[src/ssup_pkg.sv]
// Shared types and constants for the servo tick supervisor.
package ssup_pkg;

    localparam int CNT_W     = 16;
    localparam int POS_W     = 32;
    localparam int GEAR_W    = 15;
    localparam int CHECK_W   = 13;

    localparam logic [GEAR_W-1:0]  MIN_DIVIDER   = GEAR_W'(2);
    localparam logic [GEAR_W-1:0]  RESET_DIVIDER = GEAR_W'(10);
    localparam logic [CHECK_W-1:0] CHECK_LIMIT   = CHECK_W'(5000);

    typedef struct packed {
        logic             servo_enable;
        logic             fault_pin_high;
        logic             overcurrent_event;
        logic [CNT_W-1:0] cmd_count;
        logic [CNT_W-1:0] encoder_count;
        logic             delay_a_load;
        logic             delay_b_load;
        logic [CNT_W-1:0] delay_load_value;
    } t_tick_in;

    typedef struct packed {
        logic delay_a_busy;
        logic delay_b_busy;
        logic overcurrent_flag;
        logic fault_led_clear;
    } t_fault_status;

    typedef struct packed {
        logic             servo_tick;
        logic             resynced;
        logic             servo_active;
        logic [POS_W-1:0] command_position;
        logic [POS_W-1:0] feedback_position;
    } t_servo_status;

endpackage

[src/ssup_fault_timers.sv]
// Delay timers and periodic overcurrent latch check.
module ssup_fault_timers
    import ssup_pkg::*;
(
    input  logic          i_clk,
    input  logic          i_rst_n,
    input  logic          i_adv,
    input  t_tick_in      i_item,
    output t_fault_status o_status
);

    logic [CNT_W-1:0]   r_delay_a, n_delay_a;
    logic [CNT_W-1:0]   r_delay_b, n_delay_b;
    logic [CHECK_W-1:0] r_check, n_check;
    logic               r_latch, n_latch;
    logic               check_hit;
    logic               cleared;

    always_comb begin
        n_delay_a = (r_delay_a != '0) ? r_delay_a - CNT_W'(1) : r_delay_a;
        n_delay_b = (r_delay_b != '0) ? r_delay_b - CNT_W'(1) : r_delay_b;
        if (i_item.delay_a_load) begin
            n_delay_a = i_item.delay_load_value;
        end
        if (i_item.delay_b_load) begin
            n_delay_b = i_item.delay_load_value;
        end

        check_hit = r_check > CHECK_LIMIT;
        n_check   = check_hit ? '0 : r_check + CHECK_W'(1);
        cleared   = check_hit && i_item.fault_pin_high && r_latch;
        // event wins over a clear in the same tick
        n_latch   = i_item.overcurrent_event || (r_latch && !cleared);
    end

    always_ff @(posedge i_clk) begin
        if (!i_rst_n) begin
            r_delay_a <= '0;
            r_delay_b <= '0;
            r_check   <= '0;
            r_latch   <= 1'b0;
        end else if (i_adv) begin
            r_delay_a <= n_delay_a;
            r_delay_b <= n_delay_b;
            r_check   <= n_check;
            r_latch   <= n_latch;
        end
    end

    assign o_status.delay_a_busy     = n_delay_a != '0;
    assign o_status.delay_b_busy     = n_delay_b != '0;
    assign o_status.overcurrent_flag = n_latch;
    assign o_status.fault_led_clear  = cleared;

endmodule

[src/ssup_servo_step.sv]
// Servo divider, enable tracking and position accumulators.
module ssup_servo_step
    import ssup_pkg::*;
(
    input  logic              i_clk,
    input  logic              i_rst_n,
    input  logic              i_adv,
    input  t_tick_in          i_item,
    input  logic [GEAR_W-1:0] i_divider,
    output t_servo_status     o_status
);

    logic [GEAR_W-1:0] r_gear, n_gear;
    logic              r_enabled, n_enabled;
    logic [CNT_W-1:0]  r_last_cmd, n_last_cmd;
    logic [CNT_W-1:0]  r_last_enc, n_last_enc;
    logic [POS_W-1:0]  r_cmd_acc, n_cmd_acc;
    logic [POS_W-1:0]  r_fb_acc, n_fb_acc;

    logic [GEAR_W-1:0] div_eff;
    logic [GEAR_W-1:0] gear_inc;
    logic              step;
    logic              first_en;
    logic [CNT_W-1:0]  cmd_sample;
    logic [CNT_W-1:0]  prev_cmd;
    logic [CNT_W-1:0]  prev_enc;
    logic [CNT_W-1:0]  d_cmd;
    logic [CNT_W-1:0]  d_enc;
    logic [POS_W-1:0]  cmd_base;
    logic [POS_W-1:0]  fb_base;

    always_comb begin
        div_eff  = (i_divider < MIN_DIVIDER) ? MIN_DIVIDER : i_divider;
        gear_inc = r_gear + GEAR_W'(1);
        step     = gear_inc >= div_eff;
        n_gear   = step ? '0 : gear_inc;

        // first enabled step: take command from encoder, restart from zero
        first_en   = step && i_item.servo_enable && !r_enabled;
        cmd_sample = first_en ? i_item.encoder_count : i_item.cmd_count;
        prev_cmd   = first_en ? '0 : r_last_cmd;
        prev_enc   = first_en ? '0 : r_last_enc;
        cmd_base   = first_en ? '0 : r_cmd_acc;
        fb_base    = first_en ? '0 : r_fb_acc;
        d_cmd      = cmd_sample - prev_cmd;
        d_enc      = i_item.encoder_count - prev_enc;

        n_enabled  = r_enabled;
        n_last_cmd = r_last_cmd;
        n_last_enc = r_last_enc;
        n_cmd_acc  = r_cmd_acc;
        n_fb_acc   = r_fb_acc;
        if (step) begin
            n_enabled = i_item.servo_enable;
            if (i_item.servo_enable) begin
                n_cmd_acc  = cmd_base + {{(POS_W-CNT_W){d_cmd[CNT_W-1]}}, d_cmd};
                n_fb_acc   = fb_base + {{(POS_W-CNT_W){d_enc[CNT_W-1]}}, d_enc};
                n_last_cmd = cmd_sample;
                n_last_enc = i_item.encoder_count;
            end
        end
    end

    always_ff @(posedge i_clk) begin
        if (!i_rst_n) begin
            r_gear     <= '0;
            r_enabled  <= 1'b0;
            r_last_cmd <= '0;
            r_last_enc <= '0;
            r_cmd_acc  <= '0;
            r_fb_acc   <= '0;
        end else if (i_adv) begin
            r_gear     <= n_gear;
            r_enabled  <= n_enabled;
            r_last_cmd <= n_last_cmd;
            r_last_enc <= n_last_enc;
            r_cmd_acc  <= n_cmd_acc;
            r_fb_acc   <= n_fb_acc;
        end
    end

    assign o_status.servo_tick        = step;
    assign o_status.resynced          = first_en;
    assign o_status.servo_active      = n_enabled;
    assign o_status.command_position  = n_cmd_acc;
    assign o_status.feedback_position = n_fb_acc;

endmodule

[src/servo_tick_supervisor_top.sv]
// Top level of the servo tick supervisor: input and result registers around the tick logic.
// One item per base tick. Each accepted item is registered, processed in a single pass through
// the timer, fault check and servo step logic, and its result lands in the output register;
// a result is offered once its item has passed the input register and the result register. The
// block takes a new item every cycle, also while a finished result waits for the consumer; the
// input stalls only when both the input register and the result register are full and the
// consumer is not ready. servo_divider is taken as at least 2 and should be written only while
// no item is in flight.
module servo_tick_supervisor_top
    import ssup_pkg::*;
(
    input  logic                    i_clk,
    input  logic                    i_rst_n,
    input  logic                    i_cfg_we,
    input  logic [GEAR_W-1:0]       i_cfg_wdata,
    input  logic                    i_in_valid,
    output logic                    o_in_ready,
    input  logic                    i_servo_enable,
    input  logic                    i_fault_pin_high,
    input  logic                    i_overcurrent_event,
    input  logic [CNT_W-1:0]        i_cmd_count,
    input  logic [CNT_W-1:0]        i_encoder_count,
    input  logic                    i_delay_a_load,
    input  logic                    i_delay_b_load,
    input  logic [CNT_W-1:0]        i_delay_load_value,
    output logic                    o_out_valid,
    input  logic                    i_out_ready,
    output logic                    o_servo_tick,
    output logic                    o_resynced,
    output logic                    o_servo_active,
    output logic signed [POS_W-1:0] o_command_position,
    output logic signed [POS_W-1:0] o_feedback_position,
    output logic                    o_overcurrent_flag,
    output logic                    o_fault_led_clear,
    output logic                    o_delay_a_busy,
    output logic                    o_delay_b_busy
);

    logic [GEAR_W-1:0] r_servo_divider;
    logic              r_in_valid;
    t_tick_in          r_item;
    logic              r_out_valid;
    t_fault_status     r_fault;
    t_servo_status     r_servo;

    t_fault_status     fault_status;
    t_servo_status     servo_status;
    logic              advance;

    assign advance    = r_in_valid && (!r_out_valid || i_out_ready);
    assign o_in_ready = !r_in_valid || advance;

    always_ff @(posedge i_clk) begin
        if (!i_rst_n) begin
            r_servo_divider <= RESET_DIVIDER;
        end else if (i_cfg_we) begin
            r_servo_divider <= i_cfg_wdata;
        end
    end

    always_ff @(posedge i_clk) begin
        if (!i_rst_n) begin
            r_in_valid <= 1'b0;
        end else if (o_in_ready) begin
            r_in_valid <= i_in_valid;
        end
    end

    always_ff @(posedge i_clk) begin
        if (o_in_ready && i_in_valid) begin
            r_item.servo_enable      <= i_servo_enable;
            r_item.fault_pin_high    <= i_fault_pin_high;
            r_item.overcurrent_event <= i_overcurrent_event;
            r_item.cmd_count         <= i_cmd_count;
            r_item.encoder_count     <= i_encoder_count;
            r_item.delay_a_load      <= i_delay_a_load;
            r_item.delay_b_load      <= i_delay_b_load;
            r_item.delay_load_value  <= i_delay_load_value;
        end
    end

    ssup_fault_timers u_fault_timers (
        .i_clk    (i_clk),
        .i_rst_n  (i_rst_n),
        .i_adv    (advance),
        .i_item   (r_item),
        .o_status (fault_status)
    );

    ssup_servo_step u_servo_step (
        .i_clk     (i_clk),
        .i_rst_n   (i_rst_n),
        .i_adv     (advance),
        .i_item    (r_item),
        .i_divider (r_servo_divider),
        .o_status  (servo_status)
    );

    always_ff @(posedge i_clk) begin
        if (!i_rst_n) begin
            r_out_valid <= 1'b0;
        end else if (advance) begin
            r_out_valid <= 1'b1;
        end else if (i_out_ready) begin
            r_out_valid <= 1'b0;
        end
    end

    always_ff @(posedge i_clk) begin
        if (advance) begin
            r_fault <= fault_status;
            r_servo <= servo_status;
        end
    end

    assign o_out_valid         = r_out_valid;
    assign o_servo_tick        = r_servo.servo_tick;
    assign o_resynced          = r_servo.resynced;
    assign o_servo_active      = r_servo.servo_active;
    assign o_command_position  = $signed(r_servo.command_position);
    assign o_feedback_position = $signed(r_servo.feedback_position);
    assign o_overcurrent_flag  = r_fault.overcurrent_flag;
    assign o_fault_led_clear   = r_fault.fault_led_clear;
    assign o_delay_a_busy      = r_fault.delay_a_busy;
    assign o_delay_b_busy      = r_fault.delay_b_busy;

`ifndef SYNTHESIS
    a_resync_on_step: assert property (@(posedge i_clk) disable iff (!i_rst_n)
        o_out_valid && o_resynced |-> o_servo_tick && o_servo_active)
        else $error("resync reported without an enabled servo step");

    a_drain_result: assert property (@(posedge i_clk) disable iff (!i_rst_n)
        o_out_valid && i_out_ready && !advance |=> !o_out_valid)
        else $error("result still offered after its transfer");

    a_stall_cause: assert property (@(posedge i_clk) disable iff (!i_rst_n)
        !o_in_ready |-> r_in_valid && o_out_valid && !i_out_ready)
        else $error("input stalled without a blocked result");
`endif

endmodule
[config.mk]
export PLATFORM = sky130hd
export DESIGN_NAME = servo_tick_supervisor_top
export DESIGN_NICKNAME = d
export VERILOG_FILES = /design/src/ssup_pkg.sv /design/src/ssup_fault_timers.sv /design/src/ssup_servo_step.sv /design/src/servo_tick_supervisor_top.sv
export SDC_FILE = /design/constraint.sdc
export NUM_CORES = 1
export LEC_CHECK = 0
export BUFFER_PORTS_ARGS = -buffer_cell sky130_fd_sc_hd__buf_2
export CAP_MARGIN = 30
export CORE_ASPECT_RATIO = 0.6
export CORE_UTILIZATION = 56
export CTS_CLUSTER_SIZE = 40
export DETAILED_ROUTE_END_ITERATION = 16
export GPL_ROUTABILITY_DRIVEN = 0
export PLACE_DENSITY_LB_ADDON = 0.25
export SYNTH_ARGS = -nofsm -noshare
export SYNTH_HDL_FRONTEND = slang
export SYNTH_SLANG_ARGS = --single-unit
[constraint.sdc]
create_clock -name i_clk -period 10.92 [get_ports i_clk]
set_clock_uncertainty 0.2 [all_clocks]
set_input_delay 1.638 -clock i_clk [delete_from_list [all_inputs] [get_ports i_clk]]
set_output_delay 1.638 -clock i_clk [all_outputs]
set_load 0.05 [all_outputs]
# After elaboration in Yosys (flattened, before gate mapping)

Cells that the tools add are included.

Bits in registers: 299
Bits in latches: 0
Bits in writable memories: 0
Bits in read-only memories: 0
Input port bits: 73
Output and inout port bits: 73
Word-level logic and storage cells: 80
Memories: 0

$add $sub $neg: 8
Multipliers: 0
Divide/modulo/power cells: 0
Magnitude comparators: 3
Equality and inequality tests: 0
Shift-type cells: 0
Muxes and demuxes: 19
Bitwise logic cells: 0
Reduce and logical (&&, ||, !) cells: 20

Operator list:

| operator              | number |
|---|---|
| $mux 32               | 6 |
| $mux 16               | 7 |
| $add 32x32->32        | 2 |
| $reduce_bool 16->1    | 4 |
| $sub 16x1->16 const B | 2 |
| $sub 16x16->16        | 2 |
| $mux 15               | 2 |
| $add 15x1->15 const B | 1 |
| $ge 15x15->1          | 1 |
| $lt 15x2->1 const B   | 1 |
| $add 13x1->13 const B | 1 |
| $gt 13x13->1 const B  | 1 |
| $mux 13               | 1 |
| $logic_and 1x1->1     | 7 |
| $logic_not 1->1       | 4 |
| $logic_or 1x1->1      | 3 |
| $mux 1                | 3 |
| $reduce_and 3->1      | 1 |
| $reduce_bool 2->1     | 1 |

# Depth between registers and ports, before layout

Word-level depth: 10
Gate-level depth with buffers: 49
Mapped depth without buffers: 42

# Cells and area by module

A second synthesis with hierarchy kept.

Cell total of the unflattened synthesis: 2231
Area, all modules: 18791.8 µm²

Modules (own cells, without submodules):

| module                    | times used | cells an instance | area each (µm²) | sequential area each (µm²) |
|---|---|---|---|---|
| ssup_servo_step           | 1          | 1645              | 11279.6         | 2242.2 |
| servo_tick_supervisor_top | 1          | 181               | 4383.0          | 4063.9 |
| ssup_fault_timers         | 1          | 405               | 3129.3          | 920.9 |

# Worst setup path after synthesis

OpenSTA, ideal clock, no wires.

Path type: reg-to-reg
From: reg u_servo_step.r_gear[0]
To: reg r_servo (netlist bit o_feedback_position[31]) (data pin)
Setup time: 261 ps
Data arrival time: 9606 ps
Required time: 10459 ps
Setup slack: 853 ps
Cell stages (with the launch flop): 49
Path buffers: 7
Period minus slack after synthesis: 10067 ps
Path through: dfxtp_1 > ha_1 > and3_1 > and3_1 > and3_1 > and3_1 > and3_1 > nand3_1 > xnor2_1 > ha_1 > and4_1 > a211oi_2 > a21bo_1 > buf_4 > clkbuf_1 > buf_1 > clkbuf_1 > clkbuf_1 > [13 not listed] > o21bai_1 > a21oi_1 > o21bai_1 > a21oi_1 > xnor2_1 > ha_1 > a21o_1 > nor4_1 > o21ai_0 > and2_1 > clkbuf_1 > and2_1 > o2111ai_1 > nand2_1 > a311o_1 > o41a_1 > and4_1 > a221o_1

RTL lines:

| item                   | RTL line                         | source |
|---|---|---|
| start, declared        | ssup_servo_step.sv:13            | `logic [GEAR_W-1:0] r_gear, n_gear;` |
| start signal, assigned | ssup_servo_step.sv:73            | `r_gear <= n_gear;` |
| end signal, assigned   | servo_tick_supervisor_top.sv:112 | `r_servo <= servo_status;` |
| end, declared          | servo_tick_supervisor_top.sv:44  | `t_servo_status r_servo;` |

==> results.md <==
- Pleak: 8.224 nW
- Die Wd: 234.6 microns
- Clock sink count: 299
- Leading post-synthesis cells by cell area: edfxtp_1 20%, dfxtp_1 19%, nand2_1 9.3%
- Die area: 33,210 sq um
- Predominant post-synthesis flop cell: dfxtp_1
- # resized after CTS: 0
- Number of flops mapped to enable cells by yosys: 124
- IO Port Bufs: 145
- Max IR drop VDD: 0.1609 mV
- Fmax: 101.3 MHz
- Initial antenna violation count: 0
- RSZ-0062 raised after global routing: false
- Final Max Slew Viols: 0
- NetSw: 0.0008131 W
- Synth top area share: 20.48%
- Synth Net Count: 2,381
- Post-Syn Instances: 2,196
- Setup TNS: 0 ps
- Sequential share of the synthesized area: 39.76%
- Nets: 2,456
- Synth area leader: edfxtp_1
- Logic pwr share: 18.2%
- Post-synth ARST share: 0%
- Max Cap Viol: 0
- Total GRT Usage: 28.55%
- Chip height: 141.6 microns
- # IOs: 146
- First drt pass iteration count: 5
- Core Rows: 50
- Final Hold Fails: 0
- Clk buf depth: 3
- Hold slack: 256.7 ps
- Iter 0 DRT Violations: 1,785
- Hold-fix buffers, CTS: 0
- Hpwl dp: 33,570 microns
- Drt total wl: 48,300 microns
- Clock Latency Late Sink: 590 ps
- Critical Path AT: 10,020 ps
- First-pass GRT wire length: 76,320 microns
- Post-CTS Setup Repair Bufs: 0
- ANT nets after route: 0
- Layout cell share with drive strength beyond 1: 10.68%
- Total gr overflow: 0
- Clock power frac: 37.0%
- Crit path kind: reg2reg
- Final Power: 0.002755 W
- Mapped cell area: 18,180 sq um
- CTS H-Tree Depth: 1
- Root Driver: clkbuf_16
- Post-route DRC: 0
- CTS tree: yes
- Vias in the first global route: 14,620
- Yosys cell types: 84
- CTS buffer count: 30
- Endpoint type of the worst setup path: flop
- Pin count of the biggest net entering global routing: 93
- Crit-path slowest cell: o41a_1
- Ys Warns: 0
- Outcome: finished, final reports clean
- ANT cells: 0
- Initial Utilization: 57.65%
- Vias/cell: 5.954
- Power Dens Cells: 136.3 nW/um^2
- Int Pwr: 0.001942 W
- Core Region: 31,530 sq um
- Crit path max fanout: 22
- CTS clk-pin slew, worst paths: 70 ps
- Mean Syn Cell Area: 8.278 sq um
- Sw Ratio: 29.52%
- Via count: 16,140
- Worst-margin pin slew: 1063 ps
- Flop pwr share: 44.8%
- Finish-stage setup viols: 0
- Fin crit period: 9876 ps
- Post-synthesis register bit count: 299
- Required @ worst endpoint: 11,060 ps
- Routed length per instance: 17.81 microns
- Min-delay worst type: reg2reg
- Most frequent cell on the critical path: a21o_1
- FF-to-FF setup slack: 1040 ps
- Max incr delay on CP: 450 ps
- Layout area overhead: 11.14%
- Startpoint Class: flop
- Layout filler cell count: 2,697
- Crit share post-route: 90.44%
- Worst rel slew slack: 28.96%
[cell usage after synthesis (7+ instances only)]
cell / n
mux2i_1: 33
or3_1: 14
nand2b_1: 14
o22ai_1: 8
xor2_1: 48
ha_1: 108
o21bai_1: 12
or2_2: 9
inv_1: 48
a31oi_1: 16
edfxtp_1: 124
nand2_1: 452
a22oi_1: 14
nor3_1: 36
and3_1: 20
nor2_1: 191
o21ai_0: 114
a211oi_1: 16
dfxtp_1: 175
buf_1: 17
nor2b_1: 13
xnor2_1: 79
and2_1: 64
nand4_1: 22
o31ai_1: 13
or4_1: 7
o21ai_1: 9
clkbuf_1: 101
a21oi_1: 215
nand3_1: 34
o211ai_1: 8
nor4_1: 15
a21o_1: 32
o21a_1: 18
[through the flow]
| step | worst slack (ps) | cells | util [%] | cell area, sq um |
|---|---|---|---|---|
| floorplan | 853.4 | 2196 | - | 18180 |
| global placement | 1584 | 2649 | 60.55 | 19090 |
| detailed placement | 1241 | 2650 | 60.64 | 19120 |
| CTS | 1190 | 2706 | 63.70 | 20090 |
| global route | 396.4 | 2711 | 64.08 | 20200 |
| finish | 1044 | 2711 | 64.08 | 20200 |
[worst paths after layout]
| check | startpoint | endpoint | cells past startpoint |
|---|---|---|---|
| worst max register to register | u_servo_step.r_gear[0] | o_feedback_position[31] | 41 |
| worst min register to register | u_servo_step.r_last_enc[15] | u_servo_step.r_last_enc[15] | 2 |
| worst min-delay path | u_servo_step.r_last_enc[15] | u_servo_step.r_last_enc[15] | 2 |
| worst max-delay path | u_servo_step.r_gear[0] | o_feedback_position[31] | 41 |
[per-layer routing]
layer  global-route usage, %  part of all wire (%)  wire, microns  vias up
met5                       0                     0              0        -
met4                   5.772                   1.5            707        0
met3                   5.366                   9.6           4636       65
met2                   40.99                    41          19760      691
met1                   44.11                    48          23200     7536
li1                        -                     -              -     7850
[sequential cells by signal, summed over array words and instances (netlist names), 16 cells and up]
register                  flops
u_fault_timers.r_delay_a     16
u_servo_step.r_cmd_acc       32
u_fault_timers.r_delay_b     16
u_servo_step.r_fb_acc        32
r_item                       53
u_servo_step.r_last_enc      16
o_feedback_position          32
u_servo_step.r_last_cmd      16
o_command_position           32
[layout make-up]
type                            count  area (sq um)  area share [%]
Clock inverter                     18         145.1          0.7184
Tap cell                          416         520.5           2.576
Clock buffer                       38         820.8           4.063
Inverter                           52         202.7           1.003
Sequential cell                   299          7227           35.77
Timing Repair Buffer              163         960.9           4.756
Multi-Input combinational cell   1725         10330           51.11
[cell families after synthesis]
logic type	Yosys count	share of synthesized area, %
and+or+nand+nor	913	22.42
AOI/OAI and AO/OA	537	18.15
xor gates and xnor gates	127	6.119
adders and majority gates	112	7.874
muxes	36	2.086
DFF	299	39.76
buffers and inverters	172	3.593
[power groups by stage]
| stage | Sequential, W | Combinational (W) | Clock, W |
|---|---|---|---|
| 2_1_floorplan | 0.00129 | 0.000335 | 0 |
| 3_3_place_gp | 0.00126 | 0.000469 | 0 |
| 3_5_place_dp | 0.00126 | 0.000484 | 0 |
| 4_1_cts | 0.00124 | 0.000487 | 0.00104 |
| 5_1_grt | 0.00124 | 0.000550 | 0.00108 |
| 6_report | 0.00124 | 0.000501 | 0.00102 |
[placed cells by master (no fill, tap or decap), types with 9 or more instances in the layout]
master and n:
buf_2 145, nand2_1 450, edfxtp_1 124, nor2_1 190
or2_2 9, o31ai_1 13, ha_1 108, a21o_1 32
nor2b_1 13, nor3_1 36, o21a_1 18, dfxtp_1 175
and3_1 20, nor4_1 15, buf_4 12, clkbuf_16 30
nand4_1 22, o21bai_1 12, inv_1 47, a22oi_1 14
xor2_1 48, a21oi_1 215, a211oi_1 16, nand3_1 34
xnor2_1 79, a31oi_1 16, o21ai_1 9, mux2i_1 33
or3_1 14, nand2b_1 13, o21ai_0 114, and2_1 62
[worst max-delay path: cells and delay by family (launching register included)]
| family | cells | cell delay, ps |
|---|---|---|
| XOR/XNOR | 2 | 410 |
| adder cells (fa/ha/maj) | 5 | 1400 |
| buffers and inverters | 1 | 50 |
| flip-flops | 1 | 400 |
| AND/OR/NAND/NOR | 13 | 2780 |
| AO/OA/AOI/OAI | 20 | 4390 |
No activity file was read; power rests on OpenSTA's default activity.
